`src/sv/assert_macros.svh`:
```
// ---------------------------------------------------------------------------
// Assertion macros shared by the RTL. Each use names its label, the property
// and the message. The clock is clk and the reset is arst_n in every user.
// ---------------------------------------------------------------------------
`ifndef ASSERT_MACROS_SVH
`define ASSERT_MACROS_SVH

`ifndef SYNTHESIS

// Checked on every clock edge once reset is released.
`define LACP_ASSERT_RST(lbl, prop, msg) \
	lbl: assert property (@(posedge clk) disable iff (!arst_n) prop) else $error(msg);

// Checked on every clock edge, reset included.
`define LACP_ASSERT_ALW(lbl, prop, msg) \
	lbl: assert property (@(posedge clk) prop) else $error(msg);

`else

`define LACP_ASSERT_RST(lbl, prop, msg)
`define LACP_ASSERT_ALW(lbl, prop, msg)

`endif

`endif

```
`src/sv/lacp_pkg.sv`:
```
// ---------------------------------------------------------------------------
// lacp_pkg
// Types and constants of the line address command parser: beat payloads,
// register indexes, ASCII codes and the parse phase encoding.
// ---------------------------------------------------------------------------
package lacp_pkg;

	// Field widths fixed by the interface.
	localparam int FIELD_LINE_W = 24;
	localparam int CHAR_W       = 8;
	localparam int POS_W        = 12;
	localparam int CFG_IDX_W    = 1;

	// Parameter defaults.
	localparam int LINE_BITS_DEF    = 24;
	localparam int MAX_LINE_LEN_DEF = 4096;

	// Register indexes.
	localparam logic [CFG_IDX_W-1:0] REG_CURRENT_LINE = 1'd0;
	localparam logic [CFG_IDX_W-1:0] REG_LAST_LINE    = 1'd1;

	// ASCII codes the parser reacts to.
	localparam logic [CHAR_W-1:0] CH_DOT    = 8'h2E;
	localparam logic [CHAR_W-1:0] CH_DOLLAR = 8'h24;
	localparam logic [CHAR_W-1:0] CH_PLUS   = 8'h2B;
	localparam logic [CHAR_W-1:0] CH_MINUS  = 8'h2D;
	localparam logic [CHAR_W-1:0] CH_ZERO   = 8'h30;
	localparam logic [CHAR_W-1:0] CH_NINE   = 8'h39;
	localparam logic [CHAR_W-1:0] CH_COMMA  = 8'h2C;
	localparam logic [CHAR_W-1:0] CH_SEMI   = 8'h3B;
	localparam logic [CHAR_W-1:0] CH_LF     = 8'h0A;
	localparam logic [CHAR_W-1:0] CH_TAB    = 8'h09;
	localparam logic [CHAR_W-1:0] CH_SPACE  = 8'h20;

	// Parse phase, one-hot.
	typedef enum logic [3:0] {
		PH_FIRST  = 4'b0001,
		PH_SECOND = 4'b0010,
		PH_SKIP   = 4'b0100,
		PH_DONE   = 4'b1000
	} phase_t;

	// Input beat.
	typedef struct packed {
		logic [CHAR_W-1:0] char_in;
		logic              line_begin;
	} item_t;

	// Result beat.
	typedef struct packed {
		logic [FIELD_LINE_W-1:0] range_start;
		logic [FIELD_LINE_W-1:0] range_end;
		logic [CHAR_W-1:0]       command_byte;
		logic [POS_W-1:0]        argument_offset;
	} result_t;

endpackage

```
`src/sv/line_address_command_parser_unit.sv`:
```
// ---------------------------------------------------------------------------
// line_address_command_parser_unit
// Streaming parser for editor command lines: address range, command byte and
// argument offset.
// ---------------------------------------------------------------------------
// The unit takes one command-line byte per cycle, and a new beat may follow
// in the very next cycle without a gap. Each byte is captured in an input
// register and then updates the parse state; the byte that completes a result
// (the first non-whitespace byte after the command) goes through the input
// register and then the output register. The state update per byte is a single
// step, which includes the multiply by ten of the decimal accumulator. Bytes
// stall only while a finished result waits on the output. The current and last
// line registers are to be written through the cfg port only while the unit is
// idle; the unit does not enforce this. Line arithmetic wraps at LINE_BITS bits.
// ---------------------------------------------------------------------------
`include "assert_macros.svh"

module line_address_command_parser_unit
	import lacp_pkg::*;
#(
	parameter int LINE_BITS    = LINE_BITS_DEF,
	parameter int MAX_LINE_LEN = MAX_LINE_LEN_DEF
) (
	input  logic                    clk,
	input  logic                    arst_n,
	// Input byte channel.
	input  logic                    item_valid,
	output logic                    item_ready,
	input  item_t                   item,
	// Result channel.
	output logic                    result_valid,
	input  logic                    result_ready,
	output result_t                 result,
	// Register write port.
	input  logic                    cfg_we,
	input  logic [CFG_IDX_W-1:0]    cfg_index,
	input  logic [FIELD_LINE_W-1:0] cfg_wdata
);

	localparam int LW      = LINE_BITS;
	localparam int POS_CAP = (MAX_LINE_LEN - 1 < 4095) ? (MAX_LINE_LEN - 1) : 4095;

	// Configuration registers.
	logic [LW-1:0] cur_line_q;
	logic [LW-1:0] last_line_q;

	// Input stage.
	logic  valid_s1;
	item_t item_s1;

	// Parse state.
	phase_t           phase_q;
	logic [LW-1:0]    acc_q;
	logic [LW-1:0]    base_q;
	logic             seen_value_q;
	logic             seen_sign_q;
	logic             sign_neg_q;
	logic [LW-1:0]    start_q;
	logic [LW-1:0]    end_q;
	logic [CHAR_W-1:0] cmd_q;
	logic [POS_W-1:0] pos_q;

	// Output register.
	logic    result_valid_q;
	result_t result_q;

	// Handshake control.
	logic advance;
	logic produce;

	// State after an optional line restart.
	phase_t            ph_e;
	logic [LW-1:0]     acc_e;
	logic [LW-1:0]     base_e;
	logic              sv_e;
	logic              ss_e;
	logic              sn_e;
	logic [LW-1:0]     start_e;
	logic [LW-1:0]     end_e;
	logic [CHAR_W-1:0] cmd_e;
	logic [POS_W-1:0]  pos_e;

	// Next-state values.
	phase_t            ph_d;
	logic [LW-1:0]     acc_d;
	logic [LW-1:0]     base_d;
	logic              sv_d;
	logic              ss_d;
	logic              sn_d;
	logic [LW-1:0]     start_d;
	logic [LW-1:0]     end_d;
	logic [CHAR_W-1:0] cmd_d;
	logic [POS_W-1:0]  pos_d;

	// Byte classification and address value.
	logic [CHAR_W-1:0] b;
	logic              is_dot, is_dollar, is_plus, is_minus, is_digit;
	logic              is_addr, is_sep, is_ws;
	logic              addr_present;
	logic [LW-1:0]     addr_value;
	logic [LW-1:0]     first_value;
	logic [63:0]       cfg_ext;
	logic [63:0]       start_ext;
	logic [63:0]       end_ext;

	// The input register frees up whenever its byte moves on.
	assign advance    = valid_s1 && (!result_valid_q || result_ready);
	assign item_ready = !valid_s1 || advance;

	// Register writes, truncated to the line width.
	assign cfg_ext = 64'(cfg_wdata);

	always_ff @(posedge clk or negedge arst_n) begin
		if (!arst_n) begin
			cur_line_q  <= '0;
			last_line_q <= '0;
		end else if (cfg_we) begin
			case (cfg_index)
				REG_CURRENT_LINE: cur_line_q  <= cfg_ext[LW-1:0];
				REG_LAST_LINE:    last_line_q <= cfg_ext[LW-1:0];
				default:          ;
			endcase
		end
	end

	// Input register.
	always_ff @(posedge clk or negedge arst_n) begin
		if (!arst_n) begin
			valid_s1 <= 1'b0;
		end else if (item_ready) begin
			valid_s1 <= item_valid;
		end
	end

	always_ff @(posedge clk) begin
		if (item_ready && item_valid) begin
			item_s1 <= item;
		end
	end

	// A line-begin beat starts from the cleared parse state.
	always_comb begin
		b = item_s1.char_in;
		if (item_s1.line_begin) begin
			ph_e    = PH_FIRST;
			acc_e   = '0;
			base_e  = '0;
			sv_e    = 1'b0;
			ss_e    = 1'b0;
			sn_e    = 1'b0;
			start_e = '0;
			end_e   = '0;
			cmd_e   = CH_SPACE;
			pos_e   = '0;
		end else begin
			ph_e    = phase_q;
			acc_e   = acc_q;
			base_e  = base_q;
			sv_e    = seen_value_q;
			ss_e    = seen_sign_q;
			sn_e    = sign_neg_q;
			start_e = start_q;
			end_e   = end_q;
			cmd_e   = cmd_q;
			pos_e   = pos_q;
		end
	end

	// Byte classes.
	always_comb begin
		is_dot    = (b == CH_DOT);
		is_dollar = (b == CH_DOLLAR);
		is_plus   = (b == CH_PLUS);
		is_minus  = (b == CH_MINUS);
		is_digit  = (b >= CH_ZERO) && (b <= CH_NINE);
		is_addr   = is_dot || is_dollar || is_plus || is_minus || is_digit;
		is_sep    = (b == CH_COMMA) || (b == CH_SEMI);
		is_ws     = (b == CH_LF) || (b == CH_TAB) || (b == CH_SPACE);
	end

	// Value of the address that ends on this byte.
	always_comb begin
		addr_present = sv_e || ss_e;
		if (ss_e && !sv_e) begin
			addr_value = sn_e ? (cur_line_q - LW'(1)) : (cur_line_q + LW'(1));
		end else if (ss_e && sn_e) begin
			addr_value = base_e - acc_e;
		end else begin
			addr_value = base_e + acc_e;
		end
		first_value = addr_present ? addr_value : cur_line_q;
	end

	// Per-byte parse step.
	always_comb begin
		ph_d    = ph_e;
		acc_d   = acc_e;
		base_d  = base_e;
		sv_d    = sv_e;
		ss_d    = ss_e;
		sn_d    = sn_e;
		start_d = start_e;
		end_d   = end_e;
		cmd_d   = cmd_e;
		pos_d   = (pos_e < POS_W'(POS_CAP)) ? (pos_e + POS_W'(1)) : POS_W'(POS_CAP);
		produce = 1'b0;

		// Address bytes accumulate in either address phase.
		if (is_addr && (ph_e == PH_FIRST || ph_e == PH_SECOND)) begin
			if (is_dot) begin
				sv_d   = 1'b1;
				base_d = cur_line_q;
			end else if (is_dollar) begin
				sv_d   = 1'b1;
				base_d = last_line_q;
			end else if (is_plus) begin
				ss_d   = 1'b1;
				base_d = cur_line_q;
			end else if (is_minus) begin
				ss_d   = 1'b1;
				sn_d   = 1'b1;
				base_d = cur_line_q;
			end else begin
				sv_d  = 1'b1;
				acc_d = (acc_e << 3) + (acc_e << 1) + LW'(b[3:0]);
			end
		end else begin
			case (ph_e)
				PH_FIRST: begin
					acc_d  = '0;
					base_d = '0;
					sv_d   = 1'b0;
					ss_d   = 1'b0;
					sn_d   = 1'b0;
					if (is_sep) begin
						start_d = ((b == CH_COMMA) && !addr_present) ? LW'(1) : first_value;
						end_d   = last_line_q;
						ph_d    = PH_SECOND;
					end else begin
						start_d = first_value;
						end_d   = first_value;
						cmd_d   = b;
						ph_d    = PH_SKIP;
					end
				end
				PH_SECOND: begin
					acc_d  = '0;
					base_d = '0;
					sv_d   = 1'b0;
					ss_d   = 1'b0;
					sn_d   = 1'b0;
					if (addr_present) begin
						end_d = addr_value;
					end
					cmd_d = b;
					ph_d  = PH_SKIP;
				end
				PH_SKIP: begin
					if (!is_ws) begin
						produce = 1'b1;
						ph_d    = PH_DONE;
					end
				end
				default: ;
			endcase
		end
	end

	// Parse state registers.
	always_ff @(posedge clk or negedge arst_n) begin
		if (!arst_n) begin
			phase_q      <= PH_FIRST;
			acc_q        <= '0;
			base_q       <= '0;
			seen_value_q <= 1'b0;
			seen_sign_q  <= 1'b0;
			sign_neg_q   <= 1'b0;
			start_q      <= '0;
			end_q        <= '0;
			cmd_q        <= CH_SPACE;
			pos_q        <= '0;
		end else if (advance) begin
			phase_q      <= ph_d;
			acc_q        <= acc_d;
			base_q       <= base_d;
			seen_value_q <= sv_d;
			seen_sign_q  <= ss_d;
			sign_neg_q   <= sn_d;
			start_q      <= start_d;
			end_q        <= end_d;
			cmd_q        <= cmd_d;
			pos_q        <= pos_d;
		end
	end

	// Result fields keep the low 24 bits of the line values.
	assign start_ext = 64'(start_e);
	assign end_ext   = 64'(end_e);

	// Output register.
	always_ff @(posedge clk or negedge arst_n) begin
		if (!arst_n) begin
			result_valid_q <= 1'b0;
		end else if (advance && produce) begin
			result_valid_q <= 1'b1;
		end else if (result_ready) begin
			result_valid_q <= 1'b0;
		end
	end

	always_ff @(posedge clk) begin
		if (advance && produce) begin
			result_q.range_start     <= start_ext[FIELD_LINE_W-1:0];
			result_q.range_end       <= end_ext[FIELD_LINE_W-1:0];
			result_q.command_byte    <= cmd_e;
			result_q.argument_offset <= pos_e;
		end
	end

	assign result_valid = result_valid_q;
	assign result       = result_q;

	// A byte that cannot move on stays in the input register unchanged.
	`LACP_ASSERT_RST(a_s1_hold, (valid_s1 && !advance) |=> (valid_s1 && $stable(item_s1)), "input stage lost a stalled byte")
	// A produced result shows on the output in the next cycle.
	`LACP_ASSERT_RST(a_result_out, (advance && produce) |=> result_valid, "produced result not presented")
	// After a result the parser waits for the next line.
	`LACP_ASSERT_RST(a_done_after, (advance && produce) |=> (phase_q == PH_DONE), "parser not done after a result")
	// The byte position never passes its saturation point.
	`LACP_ASSERT_RST(a_pos_cap, (pos_q <= POS_W'(POS_CAP)), "byte position beyond its cap")

endmodule
```
`config.mk`:
```
export PLATFORM = sky130hd
export DESIGN_NAME = line_address_command_parser_unit
export DESIGN_NICKNAME = d
export VERILOG_FILES = /design/src/sv/lacp_pkg.sv /design/src/sv/line_address_command_parser_unit.sv
export VERILOG_INCLUDE_DIRS = /design/src /design/src/sv
export SDC_FILE = /design/constraint.sdc
export NUM_CORES = 1
export LEC_CHECK = 0
export ABC_CLOCK_PERIOD_IN_PS = 8750
export CORE_MARGIN = 3
export CORE_UTILIZATION = 30
export DETAILED_ROUTE_END_ITERATION = 8
export DONT_BUFFER_PORTS = 1
export GPL_TIMING_DRIVEN = 0
export PLACE_DENSITY_LB_ADDON = 0.2
export SLEW_MARGIN = 20
export SYNTH_ARGS = -nofsm -noshare
export SYNTH_HDL_FRONTEND = slang
export SYNTH_SLANG_ARGS = --single-unit
```
`constraint.sdc`:
```
create_clock -name clk -period 8.75 [get_ports clk]
set_clock_uncertainty 0.2 [all_clocks]
set_input_delay 0.4375 -clock clk [delete_from_list [all_inputs] [get_ports clk]]
set_output_delay 0.4375 -clock clk [all_outputs]
set_load 0.01 [all_outputs]
```
==> flow_summary.yaml <==
cts:
  cts_tree: "yes"
  cts_hold_buf: 38
  cts_setup_buffers: 0
  ctsResizeCount: 0
  root_buffer: "clkbuf_16"
  clk_latency_ns: 0.58
  clockBufferDepth: 3
  cts.sinks: 250
  clkTransAtPathRegs_ns: 0.06
  htreeDepth: 1
  cts_buffers: 28
synth:
  synth.cell_area_um2: 15300
  syn_nets: 1687
  ys_ff_latch: 250
  postSynthAreaPerCell_um2: 9.86
  synth_edf_count: 77
  yosys_warnings: 0
  yosysUniqueCellTypes: 89
  synth_top_flop_cell: "dfrtp_1"
  synthCells: 1556
  synthArstFlopShare_pct: 69.2
  yosysSeqAreaShare_pct: 43.3
final_layout:
  design_area_um2: 17600
  nNetsFinal: 1757
  drive_above_1_share_pct: 10.0
  final_common_cell: "dfrtp_1"
  register_area_um2: 6640
  layout_common_cells: "171 x dfrtp_1, 138 x nand2_1, 117 x o21ai_0"
  filler_cell_count: 5122
  multi_input_area_um2: 8260
  syn_to_final_growth_pct: 14.8
drt:
  drc: 0
  drtPass1Iterations: 5
  vias: 12500
  postRouteAntennaNets: 0
  avgViaCountPerCell: 5.40
  wire_per_inst_um: 22.5
  drt_wl_total_um: 52300
  drt_iter0_drc: 1094
worst_hold_path:
  min_path_type: "in2reg"
global_routing:
  grt_pass1_vias: 12300
  grt_overflow: 0
  grtUsageMet1_pct: 27.5
  track_usage_pct: 19.2
  top_usage_layer: "met2"
  use_met3_pct: 2.92
  grt_start_max_net_pins: 174
  grt_pass1_wl_um: 78900
  met2_usage_pct: 29.4
  antenna_found_initial: 2
sta:
  hold_viol_final: 0
  slew_headroom_pct: 27.7
  setup_slack_ns: 2.93
  rsz0062_at_grt: "false"
  finalSetupTns_ns: 0
  setup_viol: 0
  worstMarginPinSlew_ns: 1.08
  min_period_over_period_pct: 66.5
  report.final.slew_viol_count: 0
  fmax_ghz: 0.172
  finalCriticalPeriod_ns: 5.82
placement:
  pre_cts_ws_ns: 3.03
  hpwlAfterDp_um: 39900
  place.gp.congestion: 0.913
  place_area_um2: 16200
  port_buffers: 0
power:
  power_frac_comb_pct: 23.0
  p_leak_nw: 7.39
  p_int_w: 0.00250
  p_switching_w: 0.00119
  clkPwrFrac_pct: 34.3
  pwr-share-seq_pct: 42.7
  vdd_drop_max_uv: 134
  power_switching_share_pct: 32.3
  power_per_cell_area_nw_per_um2: 209
setup_path:
  slowest_stage: "clkbuf_1"
  max_stage_delay_ns: 0.72
  path_max_fanout: 10
  critPathRequiredTime_ns: 9.00
  critPathMostFrequentCell: "buf_2"
  arrival_ns: 6.08
  path_class: "reg2reg"
  path_cells: "buf_2 -> buf_2 -> clkbuf_1 -> buf_2 -> buf_2 -> o22a_1 -> ha_1 -> a21oi_1 -> o21ai_1 -> a21o_1 -> a21oi_1 -> a31oi_4 -> mux2i_1 -> o41ai_2 -> o211a_1 -> o21ai_1"
  start_kind: "flip-flop"
  endpoint_kind: "flip-flop"
floorplanning:
  core-area_um2: 50400
  io-pin-count: 109
  dieWidth_um: 232
  die_area_um2: 53900
  start_util_pct: 30.4
  die_h_um: 232
  num_rows: 82
run:
  maxCapViolCount: 0
status:
  status: "finished clean"
[state kept, by name (all words and copies together) (netlist names), 4 cells and up]
name	flops
start_q	24
cmd_q	8
b	8
end_q	24
cur_line_q	24
pos_q	12
result	68
base_q	24
phase_q	4
last_line_q	24
acc_q	24
[cell families after synthesis]
| kind of cell | share of synthesized area, % |
|---|---|
| AOI/OAI and AO/OA | 21.1 |
| xor gates and xnor gates | 4.40 |
| buffers and inverters | 2.86 |
| adders and majority gates | 7.70 |
| and+or+nand+nor | 16.0 |
| muxes | 4.55 |
| DFF | 43.3 |
[routing by layer]
metal	vias to the layer above	wire length [um]
met2	423	22800
met1	6182	24500
met5	-	13
li1	5844	-
met4	2	1840
met3	85	3140
[layout make-up]
| type | count | area share, % |
|---|---|---|
| inverters | 32 | 0.696 |
| multi-input cells | 1198 | 46.9 |
| repair buffers | 40 | 2.53 |
| clock inverters | 17 | 1.28 |
| well taps | 672 | 4.77 |
| flip-flops and latches | 250 | 37.7 |
| clock buffers | 35 | 4.25 |
| diodes | 1 | 0.0142 |
| plain buffers | 76 | 1.81 |
[stage by stage]
stage | hold slack, ns | utilization, % | total power (W) | instances
2_1_floorplan | -0.0581 | - | 0.00210 | 1556
3_3_place_gp | -0.0498 | 32.1 | 0.00238 | 2228
3_5_place_dp | -0.0502 | 32.2 | 0.00240 | 2230
4_1_cts | 0.176 | 35.0 | 0.00371 | 2320
5_1_grt | 0.215 | 35.0 | 0.00385 | 2321
6_report | 0.205 | 35.0 | 0.00369 | 2321
[power by group through the flow]
stage	clock network, W	logic, W	registers (W)
detailed placement	0	0.000805	0.00159
global route	0.00134	0.000925	0.00159
finish	0.00127	0.000848	0.00157
floorplan	0	0.000588	0.00151
CTS	0.00130	0.000844	0.00157
global placement	0	0.000792	0.00159
[worst max-delay path: cells and delay by family, from the launching register on]
| kind | cells | cell delay (ns) |
|---|---|---|
| DFF | 1 | 0.60 |
| AOI/OAI and AO/OA | 9 | 2.06 |
| buffers and inverters | 5 | 2.37 |
| adders and majority gates | 1 | 0.33 |
| muxes | 1 | 0.15 |
[worst paths after layout]
path,startpoint,end,slack [ns],cells past startpoint
max in group asynchronous,arst_n,acc_q[18]$_DFFE_PN0P_,7.26,2
worst min-delay path,item_valid,b[5]$_DFFE_PP_,0.20,1
min in group asynchronous,arst_n,start_q[13]$_DFFE_PN0P_,0.36,2
worst max register to register,item_s1[0]$_DFFE_PP_,start_q[20]$_DFFE_PN0P_,2.93,16
worst max-delay path,item_s1[0]$_DFFE_PP_,start_q[20]$_DFFE_PN0P_,2.93,16
worst min register to register,start_q[19]$_DFFE_PN0P_,start_q[19]$_DFFE_PN0P_,0.26,2
[synthesized netlist by cell type, types with 32 or more instances]
| cell | count | area share [%] |
|---|---|---|
| a21oi_1 | 95 | 3.1 |
| nand2_1 | 138 | 3.4 |
| xnor2_1 | 52 | 3.0 |
| nor2_1 | 109 | 2.7 |
| a22o_1 | 34 | 1.9 |
| o21ai_0 | 117 | 3.8 |
| inv_1 | 32 | 0.78 |
| dfrtp_1 | 171 | 28 |
| clkbuf_1 | 48 | 1.2 |
| edfxtp_1 | 77 | 15 |
| ha_1 | 88 | 7.2 |
| nor2b_1 | 114 | 4.6 |
| mux2_2 | 46 | 3.4 |
No activity file was read; power rests on OpenSTA's default activity.
